File: src/rtl/mqe_pkg.sv
package mqe_pkg;

    localparam int PORT_W      = 8;
    localparam int MASK_SLOTS  = 3;
    localparam int PERIOD_W    = 10;
    localparam int SPEED_SCALE = 1000;
    localparam int QUOT_W      = 10;
    localparam int DIV_STEPS   = QUOT_W;
    localparam int DIV_CNT_W   = 4;
    localparam int ROT_W       = 32;
    localparam int SPEED_W     = 32;
    localparam int PROD_W      = ROT_W + QUOT_W;

    localparam logic signed [ROT_W-1:0] ROT_MAX = 32'sh7FFF_FFFF;
    localparam logic signed [ROT_W-1:0] ROT_MIN = 32'sh8000_0000;

    typedef enum logic {
        CMD_EVENT = 1'b0,
        CMD_TICK  = 1'b1
    } cmd_code_t;

    typedef enum logic [2:0] {
        REG_IN_USE = 3'd0,
        REG_ENC0_A = 3'd1,
        REG_ENC0_B = 3'd2,
        REG_ENC1_A = 3'd3,
        REG_ENC1_B = 3'd4,
        REG_ENC2_A = 3'd5,
        REG_ENC2_B = 3'd6,
        REG_PERIOD = 3'd7
    } reg_index_t;

    typedef struct packed {
        logic [1:0]                          in_use;
        logic [MASK_SLOTS-1:0][PORT_W-1:0]   a_mask;
        logic [MASK_SLOTS-1:0][PORT_W-1:0]   b_mask;
        logic [PERIOD_W-1:0]                 period;
    } cfg_t;

    typedef struct packed {
        logic load_event;
        logic load_tick;
        logic div_step;
        logic mul_step;
        logic emit_event;
        logic emit_tick;
    } ctrl_cmd_t;

    typedef struct packed {
        logic tick_index_ok;
        logic hits_pending;
        logic out_free;
    } ctrl_status_t;

    // indexed [new phase][previous phase]
    localparam logic signed [1:0] STEP_TABLE [4][4] = '{
        '{ 2'sd0, -2'sd1,  2'sd1,  2'sd0},
        '{ 2'sd1,  2'sd0,  2'sd0, -2'sd1},
        '{-2'sd1,  2'sd0,  2'sd0,  2'sd1},
        '{ 2'sd0,  2'sd1, -2'sd1,  2'sd0}
    };

endpackage

File: src/rtl/mqe_regs.sv
module mqe_regs
    import mqe_pkg::*;
(
    input  logic        clk,
    input  logic        rst_n,
    input  logic        psel,
    input  logic        penable,
    input  logic        pwrite,
    input  logic [4:0]  paddr,
    input  logic [31:0] pwdata,
    output logic [31:0] prdata,
    output cfg_t        cfg
);

    cfg_t       cfg_reg;
    reg_index_t wr_index;
    logic       wr_en;

    assign wr_index = reg_index_t'(paddr[4:2]);
    assign wr_en    = psel & penable & pwrite;
    assign cfg      = cfg_reg;

    always_ff @(posedge clk or negedge rst_n)
    begin
        if (!rst_n)
        begin
            cfg_reg.in_use <= '0;
            cfg_reg.a_mask <= '0;
            cfg_reg.b_mask <= '0;
            cfg_reg.period <= PERIOD_W'(10);
        end
        else if (wr_en)
        begin
            case (wr_index)
                REG_IN_USE: cfg_reg.in_use    <= pwdata[1:0];
                REG_ENC0_A: cfg_reg.a_mask[0] <= pwdata[PORT_W-1:0];
                REG_ENC0_B: cfg_reg.b_mask[0] <= pwdata[PORT_W-1:0];
                REG_ENC1_A: cfg_reg.a_mask[1] <= pwdata[PORT_W-1:0];
                REG_ENC1_B: cfg_reg.b_mask[1] <= pwdata[PORT_W-1:0];
                REG_ENC2_A: cfg_reg.a_mask[2] <= pwdata[PORT_W-1:0];
                REG_ENC2_B: cfg_reg.b_mask[2] <= pwdata[PORT_W-1:0];
                REG_PERIOD: cfg_reg.period    <= pwdata[PERIOD_W-1:0];
                default:    cfg_reg.in_use    <= cfg_reg.in_use;
            endcase
        end
    end

    always_comb
    begin
        case (wr_index)
            REG_IN_USE: prdata = 32'(cfg_reg.in_use);
            REG_ENC0_A: prdata = 32'(cfg_reg.a_mask[0]);
            REG_ENC0_B: prdata = 32'(cfg_reg.b_mask[0]);
            REG_ENC1_A: prdata = 32'(cfg_reg.a_mask[1]);
            REG_ENC1_B: prdata = 32'(cfg_reg.b_mask[1]);
            REG_ENC2_A: prdata = 32'(cfg_reg.a_mask[2]);
            REG_ENC2_B: prdata = 32'(cfg_reg.b_mask[2]);
            REG_PERIOD: prdata = 32'(cfg_reg.period);
            default:    prdata = '0;
        endcase
    end

endmodule

File: src/rtl/mqe_ctrl.sv
module mqe_ctrl
    import mqe_pkg::*;
(
    input  logic         clk,
    input  logic         rst_n,
    input  logic         in_valid,
    input  logic         command,
    output logic         in_ready,
    input  ctrl_status_t status,
    output ctrl_cmd_t    cmd
);

    typedef enum logic [4:0] {
        S_IDLE     = 5'b00001,
        S_EVENT    = 5'b00010,
        S_DIV      = 5'b00100,
        S_MUL      = 5'b01000,
        S_TICK_OUT = 5'b10000
    } state_t;

    state_t               state_reg, state_next;
    logic [DIV_CNT_W-1:0] cnt_reg, cnt_next;
    logic                 accept;

    assign in_ready = (state_reg == S_IDLE);
    assign accept   = in_valid & in_ready;

    always_comb
    begin
        state_next = state_reg;
        cnt_next   = cnt_reg;
        cmd        = '0;
        case (state_reg)
            S_IDLE:
            begin
                if (accept)
                begin
                    if (cmd_code_t'(command) == CMD_EVENT)
                    begin
                        cmd.load_event = 1'b1;
                        state_next     = S_EVENT;
                    end
                    else if (status.tick_index_ok)
                    begin
                        cmd.load_tick = 1'b1;
                        cnt_next      = '0;
                        state_next    = S_DIV;
                    end
                end
            end
            S_EVENT:
            begin
                if (!status.hits_pending)
                    state_next = S_IDLE;
                else if (status.out_free)
                    cmd.emit_event = 1'b1;
            end
            S_DIV:
            begin
                cmd.div_step = 1'b1;
                cnt_next     = cnt_reg + 1'b1;
                if (cnt_reg == DIV_CNT_W'(DIV_STEPS - 1))
                    state_next = S_MUL;
            end
            S_MUL:
            begin
                cmd.mul_step = 1'b1;
                state_next   = S_TICK_OUT;
            end
            S_TICK_OUT:
            begin
                if (status.out_free)
                begin
                    cmd.emit_tick = 1'b1;
                    state_next    = S_IDLE;
                end
            end
            default:
                state_next = S_IDLE;
        endcase
    end

    always_ff @(posedge clk or negedge rst_n)
    begin
        if (!rst_n)
        begin
            state_reg <= S_IDLE;
            cnt_reg   <= '0;
        end
        else
        begin
            state_reg <= state_next;
            cnt_reg   <= cnt_next;
        end
    end

endmodule

File: src/rtl/mqe_dp.sv
module mqe_dp
    import mqe_pkg::*;
#(
    parameter int ENCODER_SLOTS  = 3,
    parameter int STEPS_PER_TURN = 8
)
(
    input  logic                     clk,
    input  logic                     rst_n,
    input  cfg_t                     cfg,
    input  ctrl_cmd_t                cmd,
    output ctrl_status_t             status,
    input  logic [PORT_W-1:0]        trigger_pins,
    input  logic [PORT_W-1:0]        port_state,
    input  logic [1:0]               encoder_index,
    output logic                     out_valid,
    input  logic                     out_ready,
    output logic [1:0]               which_encoder,
    output logic signed [ROT_W-1:0]  rotation_count,
    output logic [SPEED_W-1:0]       speed_value,
    output logic                     last
);

    localparam int SLOT_W = (ENCODER_SLOTS > 1) ? $clog2(ENCODER_SLOTS) : 1;
    localparam int STEP_W = $clog2(STEPS_PER_TURN) + 2;
    localparam logic signed [STEP_W-1:0] STEP_LIM = STEP_W'(STEPS_PER_TURN);

    // per-slot encoder state
    logic [1:0]               prev_phase_reg [ENCODER_SLOTS];
    logic signed [STEP_W-1:0] step_reg       [ENCODER_SLOTS];
    logic signed [ROT_W-1:0]  rot_reg        [ENCODER_SLOTS];
    logic signed [ROT_W-1:0]  rot_tick_reg   [ENCODER_SLOTS];
    logic [SPEED_W-1:0]       speed_reg      [ENCODER_SLOTS];

    logic [ENCODER_SLOTS-1:0] hit_reg, hit_next;
    logic [PORT_W-1:0]        port_reg;
    logic [SLOT_W-1:0]        tick_slot_reg;
    logic signed [ROT_W:0]    delta_reg;
    logic [ROT_W-1:0]         abs_reg;
    logic [QUOT_W-1:0]        num_reg;
    logic [PERIOD_W-1:0]      rem_reg;
    logic [PERIOD_W-1:0]      divisor_reg;
    logic [PROD_W-1:0]        prod_reg;
    logic                     out_valid_reg;

    logic [SLOT_W-1:0]        tick_slot;
    logic [SLOT_W-1:0]        sel;
    logic [ENCODER_SLOTS-1:0] sel_onehot;
    logic                     sel_last;
    logic [1:0]               phase;
    logic signed [STEP_W-1:0] step_sum;
    logic signed [STEP_W-1:0] step_new;
    logic signed [ROT_W-1:0]  rot_new;
    logic [PERIOD_W:0]        trial;
    logic                     trial_ge;
    logic [PERIOD_W:0]        trial_diff;
    logic [SPEED_W-1:0]       speed_sat;

    assign tick_slot = encoder_index[SLOT_W-1:0];

    // encoders hit by this event, limited to the enabled slots
    always_comb
    begin
        for (int i = 0; i < ENCODER_SLOTS; i++)
        begin
            hit_next[i] = (2'(i) < cfg.in_use) &&
                          ((trigger_pins & (cfg.a_mask[i] | cfg.b_mask[i])) != '0);
        end
    end

    // lowest pending slot
    always_comb
    begin
        sel        = '0;
        sel_onehot = '0;
        for (int i = ENCODER_SLOTS - 1; i >= 0; i--)
        begin
            if (hit_reg[i])
            begin
                sel        = SLOT_W'(i);
                sel_onehot = '0;
                sel_onehot[i] = 1'b1;
            end
        end
        sel_last = ((hit_reg & ~sel_onehot) == '0);
    end

    always_comb
    begin
        phase[0] = (port_reg & cfg.a_mask[sel]) != '0;
        phase[1] = (port_reg & cfg.b_mask[sel]) != '0;
        step_sum = step_reg[sel] + STEP_W'(STEP_TABLE[phase][prev_phase_reg[sel]]);
        step_new = step_sum;
        rot_new  = rot_reg[sel];
        if (step_sum >= STEP_LIM)
        begin
            step_new = '0;
            if (rot_reg[sel] != ROT_MAX)
                rot_new = rot_reg[sel] + 1;
        end
        else if (step_sum <= -STEP_LIM)
        begin
            step_new = '0;
            if (rot_reg[sel] != ROT_MIN)
                rot_new = rot_reg[sel] - 1;
        end
    end

    // restoring divider for scale / period, one quotient bit a step
    assign trial      = {rem_reg, num_reg[QUOT_W-1]};
    assign trial_ge   = trial >= {1'b0, divisor_reg};
    assign trial_diff = trial - {1'b0, divisor_reg};

    assign speed_sat = (prod_reg[PROD_W-1:SPEED_W] != '0) ? '1 : prod_reg[SPEED_W-1:0];

    always_ff @(posedge clk or negedge rst_n)
    begin
        if (!rst_n)
        begin
            for (int i = 0; i < ENCODER_SLOTS; i++)
            begin
                prev_phase_reg[i] <= '0;
                step_reg[i]       <= '0;
                rot_reg[i]        <= '0;
                rot_tick_reg[i]   <= '0;
                speed_reg[i]      <= '0;
            end
            hit_reg       <= '0;
            out_valid_reg <= 1'b0;
        end
        else
        begin
            if (out_valid_reg && out_ready)
                out_valid_reg <= 1'b0;
            if (cmd.load_event)
                hit_reg <= hit_next;
            if (cmd.emit_event)
            begin
                prev_phase_reg[sel] <= phase;
                step_reg[sel]       <= step_new;
                rot_reg[sel]        <= rot_new;
                hit_reg             <= hit_reg & ~sel_onehot;
                out_valid_reg       <= 1'b1;
            end
            if (cmd.emit_tick)
            begin
                rot_tick_reg[tick_slot_reg] <= rot_reg[tick_slot_reg];
                speed_reg[tick_slot_reg]    <= speed_sat;
                out_valid_reg               <= 1'b1;
            end
        end
    end

    always_ff @(posedge clk)
    begin
        if (cmd.load_event)
            port_reg <= port_state;
        if (cmd.load_tick)
        begin
            tick_slot_reg <= tick_slot;
            delta_reg     <= (ROT_W+1)'(rot_reg[tick_slot]) -
                             (ROT_W+1)'(rot_tick_reg[tick_slot]);
            num_reg       <= QUOT_W'(SPEED_SCALE);
            rem_reg       <= '0;
            divisor_reg   <= (cfg.period == '0) ? PERIOD_W'(1) : cfg.period;
        end
        if (cmd.div_step)
        begin
            abs_reg <= delta_reg[ROT_W] ? ROT_W'(-delta_reg) : delta_reg[ROT_W-1:0];
            rem_reg <= trial_ge ? trial_diff[PERIOD_W-1:0] : trial[PERIOD_W-1:0];
            num_reg <= {num_reg[QUOT_W-2:0], trial_ge};
        end
        if (cmd.mul_step)
            prod_reg <= abs_reg * num_reg;
        if (cmd.emit_event)
        begin
            which_encoder  <= 2'(sel);
            rotation_count <= rot_new;
            speed_value    <= speed_reg[sel];
            last           <= sel_last;
        end
        if (cmd.emit_tick)
        begin
            which_encoder  <= 2'(tick_slot_reg);
            rotation_count <= rot_reg[tick_slot_reg];
            speed_value    <= speed_sat;
            last           <= 1'b1;
        end
    end

    assign out_valid            = out_valid_reg;
    assign status.out_free      = !out_valid_reg || out_ready;
    assign status.hits_pending  = (hit_reg != '0);
    assign status.tick_index_ok = (encoder_index < 2'(ENCODER_SLOTS));

endmodule

File: src/rtl/multi_quadrature_encoder_counter.sv
// channel   direction  handshake             fields
// in        input      in_valid / in_ready   command, trigger_pins, port_state, encoder_index
// out       output     out_valid / out_ready which_encoder, rotation_count, speed_value, last
// cfg       input      psel/penable/pwrite   paddr, pwdata, prdata, pready
//
// an event emits one output word per decoded encoder, lowest slot first
// a tick runs in order: accept, the bit-serial divider of 1000 / period,
// multiply, then output
// one item at a time; in_ready is high only when the controller is idle
// reset clears all encoder state and the config registers; no clearing pass is needed
// a stalled output word holds the controller until out_ready frees it
module multi_quadrature_encoder_counter
    import mqe_pkg::*;
#(
    parameter int ENCODER_SLOTS  = 3,
    parameter int STEPS_PER_TURN = 8
)
(
    input  logic                     clk,
    input  logic                     rst_n,
    input  logic                     psel,
    input  logic                     penable,
    input  logic                     pwrite,
    input  logic [4:0]               paddr,
    input  logic [31:0]              pwdata,
    output logic [31:0]              prdata,
    output logic                     pready,
    input  logic                     in_valid,
    output logic                     in_ready,
    input  logic                     command,
    input  logic [PORT_W-1:0]        trigger_pins,
    input  logic [PORT_W-1:0]        port_state,
    input  logic [1:0]               encoder_index,
    output logic                     out_valid,
    input  logic                     out_ready,
    output logic [1:0]               which_encoder,
    output logic signed [ROT_W-1:0]  rotation_count,
    output logic [SPEED_W-1:0]       speed_value,
    output logic                     last
);

    cfg_t         cfg;
    ctrl_cmd_t    cmd;
    ctrl_status_t status;

    assign pready = 1'b1;

    mqe_regs u_regs (
        .clk     (clk),
        .rst_n   (rst_n),
        .psel    (psel),
        .penable (penable),
        .pwrite  (pwrite),
        .paddr   (paddr),
        .pwdata  (pwdata),
        .prdata  (prdata),
        .cfg     (cfg)
    );

    mqe_ctrl u_ctrl (
        .clk      (clk),
        .rst_n    (rst_n),
        .in_valid (in_valid),
        .command  (command),
        .in_ready (in_ready),
        .status   (status),
        .cmd      (cmd)
    );

    mqe_dp #(
        .ENCODER_SLOTS  (ENCODER_SLOTS),
        .STEPS_PER_TURN (STEPS_PER_TURN)
    ) u_dp (
        .clk            (clk),
        .rst_n          (rst_n),
        .cfg            (cfg),
        .cmd            (cmd),
        .status         (status),
        .trigger_pins   (trigger_pins),
        .port_state     (port_state),
        .encoder_index  (encoder_index),
        .out_valid      (out_valid),
        .out_ready      (out_ready),
        .which_encoder  (which_encoder),
        .rotation_count (rotation_count),
        .speed_value    (speed_value),
        .last           (last)
    );

endmodule

File: config.mk
export PLATFORM = sky130hd
export DESIGN_NAME = multi_quadrature_encoder_counter
export DESIGN_NICKNAME = d
export VERILOG_FILES = /design/src/rtl/mqe_pkg.sv /design/src/rtl/mqe_regs.sv /design/src/rtl/mqe_ctrl.sv /design/src/rtl/mqe_dp.sv /design/src/rtl/multi_quadrature_encoder_counter.sv
export SDC_FILE = /design/constraint.sdc
export NUM_CORES = 2
export LEC_CHECK = 0
export ABC_AREA = 1
export ABC_CLOCK_PERIOD_IN_PS = 9400
export BUFFER_PORTS_ARGS = -buffer_cell sky130_fd_sc_hd__buf_2
export CAP_MARGIN = 20
export CELL_PAD_IN_SITES_DETAIL_PLACEMENT = 0
export CELL_PAD_IN_SITES_GLOBAL_PLACEMENT = 1
export CORE_ASPECT_RATIO = 1.5
export CORE_MARGIN = 4
export CORE_UTILIZATION = 50
export DETAILED_ROUTE_END_ITERATION = 6
export GPL_TIMING_DRIVEN = 0
export PLACE_DENSITY_LB_ADDON = 0.1
export SLEW_MARGIN = 20
export SYNTH_ARGS = -nofsm -noshare
export SYNTH_HDL_FRONTEND = slang
export SYNTH_SLANG_ARGS = --single-unit
File: constraint.sdc
create_clock -name clk -period 9.4 [get_ports clk]
set_clock_uncertainty 0.05 [all_clocks]
set_input_delay 0.47 -clock clk [delete_from_list [all_inputs] [get_ports clk]]
set_output_delay 0.47 -clock clk [all_outputs]
set_load 0.005 [all_outputs]
==> run metrics <==
RePlAce Congestion 0.999; Avg WL per Cell 22.0 µm; MaxCap Viol Count 0; Routed WL between 150000 and 200000 µm; total of buffers placed on input and output ports 117; largest net degree at the start of global routing 88; final max-slew violation count 0; area enclosed by the die boundary 0.0909 mm²; kind of critical path register to register; Clk Tree Root Cell clkbuf_16; Setup-failing EPs final 0; Buf/Inv on CP 5; Residual DRC 0; Worst R2R Path Depth 23; number of buffers inserted during clock tree synthesis 61; average size of a mapped cell ~7.9 µm²; worst setup slack for register-to-register paths 2.11 ns; CP Capture Type register; CP max-delay cell clkbuf_1; final period utilization 0.776; number of instances on the worst hold path 1; most instantiated cells after synthesis 1480 x nand2_1, 847 x inv_1, 433 x o21ai_0, 379 x dfrtp_1, 319 x nor2_1; cell types with the largest area share after synthesis dfrtp_1 22%, edfxtp_1 15%, nand2_1 13%; number of different library cells in the post-synthesis netlist 61; post-synthesis register bit count between 500 and 600; via-per-instance ratio 5.51; TritonCTS clock tree done; Bufs on Longest Clock Path 3; Crit path required time 9.84 ns; most used flip-flop cell after synthesis dfrtp_1; number of antenna violations at the first check in global routing 0; Die Span Y 367 µm; wire length of the first global-routing pass 230000 µm; starting density of the core 0.505; Synth Cell Area 0.0430 mm²; hold violation total from the final report 0; ANT cells 0; critical-path maximum fanout 10; worst reg2reg endpoint u_dp.prod_reg[40]$_DFFE_PP_; Critical path destination u_dp.prod_reg[40]$_DFFE_PP_; number of filler cells placed in the layout 8302; delay of the slowest cell on the worst path 0.82 ns; result of the run finished, final reports clean; data arrival at the endpoint of the critical path 7.74 ns; insertion delay to the later sink of the worst-skew pair 0.69 ns; Async S/R FF share, synth 0.641; Fin Hold WS 0.0532 ns; count of flip-flops with a built-in enable after synthesis 213; biggest area consumer among synthesized cells dfrtp_1; signed area change from the synthesized netlist to the final layout 10.7%; DP HPWL between 100000 and 150000 µm; number of warnings reported in the yosys synthesis log 0; standard-cell row count 131; highest attainable clock frequency 0.137 GHz; fraction of layout cells with a size suffix above 1 0.0734; leading cell type by number of instances after synthesis nand2_1; CP Launch Type register; net count reported at finish 6096; number of post-CTS setup repair buffers 0; Die X-Extent 247 µm; Worst-path clk slew 0.07 ns; H-tree depth 2; setup repair after global routing missed its margin false; drt pass-1 iters 6; multi-input combinational cell area around 0.023 mm²; number of violations reported at the end of detailed-routing iteration 0 2906; slew margin rel. 0.315; Worst path depth 23; area inside the core boundary 0.0852 mm²; via count of the first global-routing pass 38642; Total GRT Usage 0.333; type of the tightest min-delay check primary input to register; critical register-to-register path startpoint u_dp.num_reg[9]$_SDFFCE_PN1P_; ANT nets after route 0; largest delay contributor family on the critical path adder cells; remaining global-route overflow 0; sequential area share after synthesis 0.372; routed vias 37678; most used cell along the critical path nand2_1; count of mapped cells out of synthesis 5427; Storage cell area 0.0160 mm²; number of clock sinks 596; crit path cell chain clkbuf_1, clkbuf_1, nand2_1, fa_1, fa_1, inv_1, fa_1, fa_1, inv_1, fa_1, inv_1, ha_1, nand2_1, o21ai_0, a21oi_1, o21ai_0, nand2_1, nand2_1, nand4_1, nand2_1, nand2_1, nand2_1, xor2_1; Period minus WS final 7.29 ns; measured slew at the worst slew-check pin 1.02 ns; launch point of the worst path u_dp.num_reg[9]$_SDFFCE_PN1P_; number of top-level pins 165; fraction of post-synthesis cell area in the top cell type by area 0.221
## stage by stage
step                cell area (µm²)  cells  setup slack (ns)  setup TNS (ns)  utilization
floorplan                     43100   5448              4.01               0            -
global placement              45100   6695            -0.119          -16.87        0.529
detailed placement            45300   6707              2.30               0        0.532
CTS                           47600   6842              2.25               0        0.559
global route                  47600   6842              1.83               0        0.559
finish                        47600   6842              2.11               0        0.559
## what timing repair did
action,4_1_cts,5_1_grt
hold buffers,19,0
gates resized for setup,0,0
setup endpoints to repair,0,0
hold endpoints to repair,98,0
## how the worst min path moves through the flow
stage | startpoint | endpoint | slack [ns]
CTS | encoder_index[1] | u_dp.tick_slot_reg[1]$_DFFE_PP_ | 0.02
global placement | u_dp.step_reg[1]$_DFFE_PN0P_ | u_dp.step_reg[1]$_DFFE_PN0P_ | 0.41
floorplan | rst_n | u_ctrl.cnt_reg[0]$_DFFE_PN0P_ | 0.12
finish | encoder_index[1] | u_dp.tick_slot_reg[1]$_DFFE_PP_ | 0.05
detailed placement | u_dp.step_reg[0]$_DFFE_PN0P_ | u_dp.step_reg[0]$_DFFE_PN0P_ | 0.41
global route | encoder_index[1] | u_dp.tick_slot_reg[1]$_DFFE_PP_ | 0.03
## final cells by class
type,instances,share of cell area
plain buffers,285,0.0274
inverters,860,0.0679
repair buffers,148,0.0211
multi-input cells,3707,0.475
flip-flops and latches,596,0.336
clock inverters,25,0.00591
clock buffers,91,0.0377
well taps,1130,0.0297
## logic make-up (layout without fill, tap and decap cells)
logic type | Yosys count | after routing | synth area share
flip-flops | 596 | 596 | 0.372
AO/OA/AOI/OAI | 973 | 973 | 0.132
buffers and inverters | 1145 | 1409 | 0.105
other | 2 | 23 | 0.000175
adder cells (fa/ha/maj) | 374 | 374 | 0.151
XOR/XNOR | 142 | 142 | 0.0289
AND/OR/NAND/NOR | 2195 | 2195 | 0.211
## placed cells by master (no fill, tap or decap), types with 36 or more instances in the layout
cell type  instances
a21oi_1          203
dfrtp_1          379
nand2_2           36
nor2_1           319
o21ai_0          433
nand2_1         1479
clkbuf_1         207
buf_2            136
inv_1            846
a22oi_1          124
clkbuf_16         64
fa_1             241
ha_1             133
edfxtp_1         213
xor2_1           110
nand3_1          211
## worst register-to-register path: stages (launching register included)
cell      delay [ns]
edfxtp_1        0.32
clkbuf_1        0.67
clkbuf_1        0.83
nand2_1         0.19
fa_1            0.55
fa_1            0.55
inv_1           0.05
fa_1            0.53
fa_1            0.56
inv_1           0.06
fa_1            0.53
inv_1           0.04
ha_1            0.34
nand2_1         0.10
o21ai_0         0.29
a21oi_1         0.14
o21ai_0         0.35
nand2_1         0.11
nand2_1         0.18
nand4_1         0.14
nand2_1         0.20
nand2_1         0.09
nand2_1         0.08
xor2_1          0.18
## per-layer routing
metal	up-vias	GRT usage	wire length, µm
li1	17733	-	-
met1	18243	0.371	53900
met2	1246	0.597	77800
met3	456	0.0299	6640
met4	0	0.223	12400
met5	-	0	0
Power is left out: the tool's default activity adds up to more than one toggle a clock period on the data nets, which glitch-free logic cannot reach.
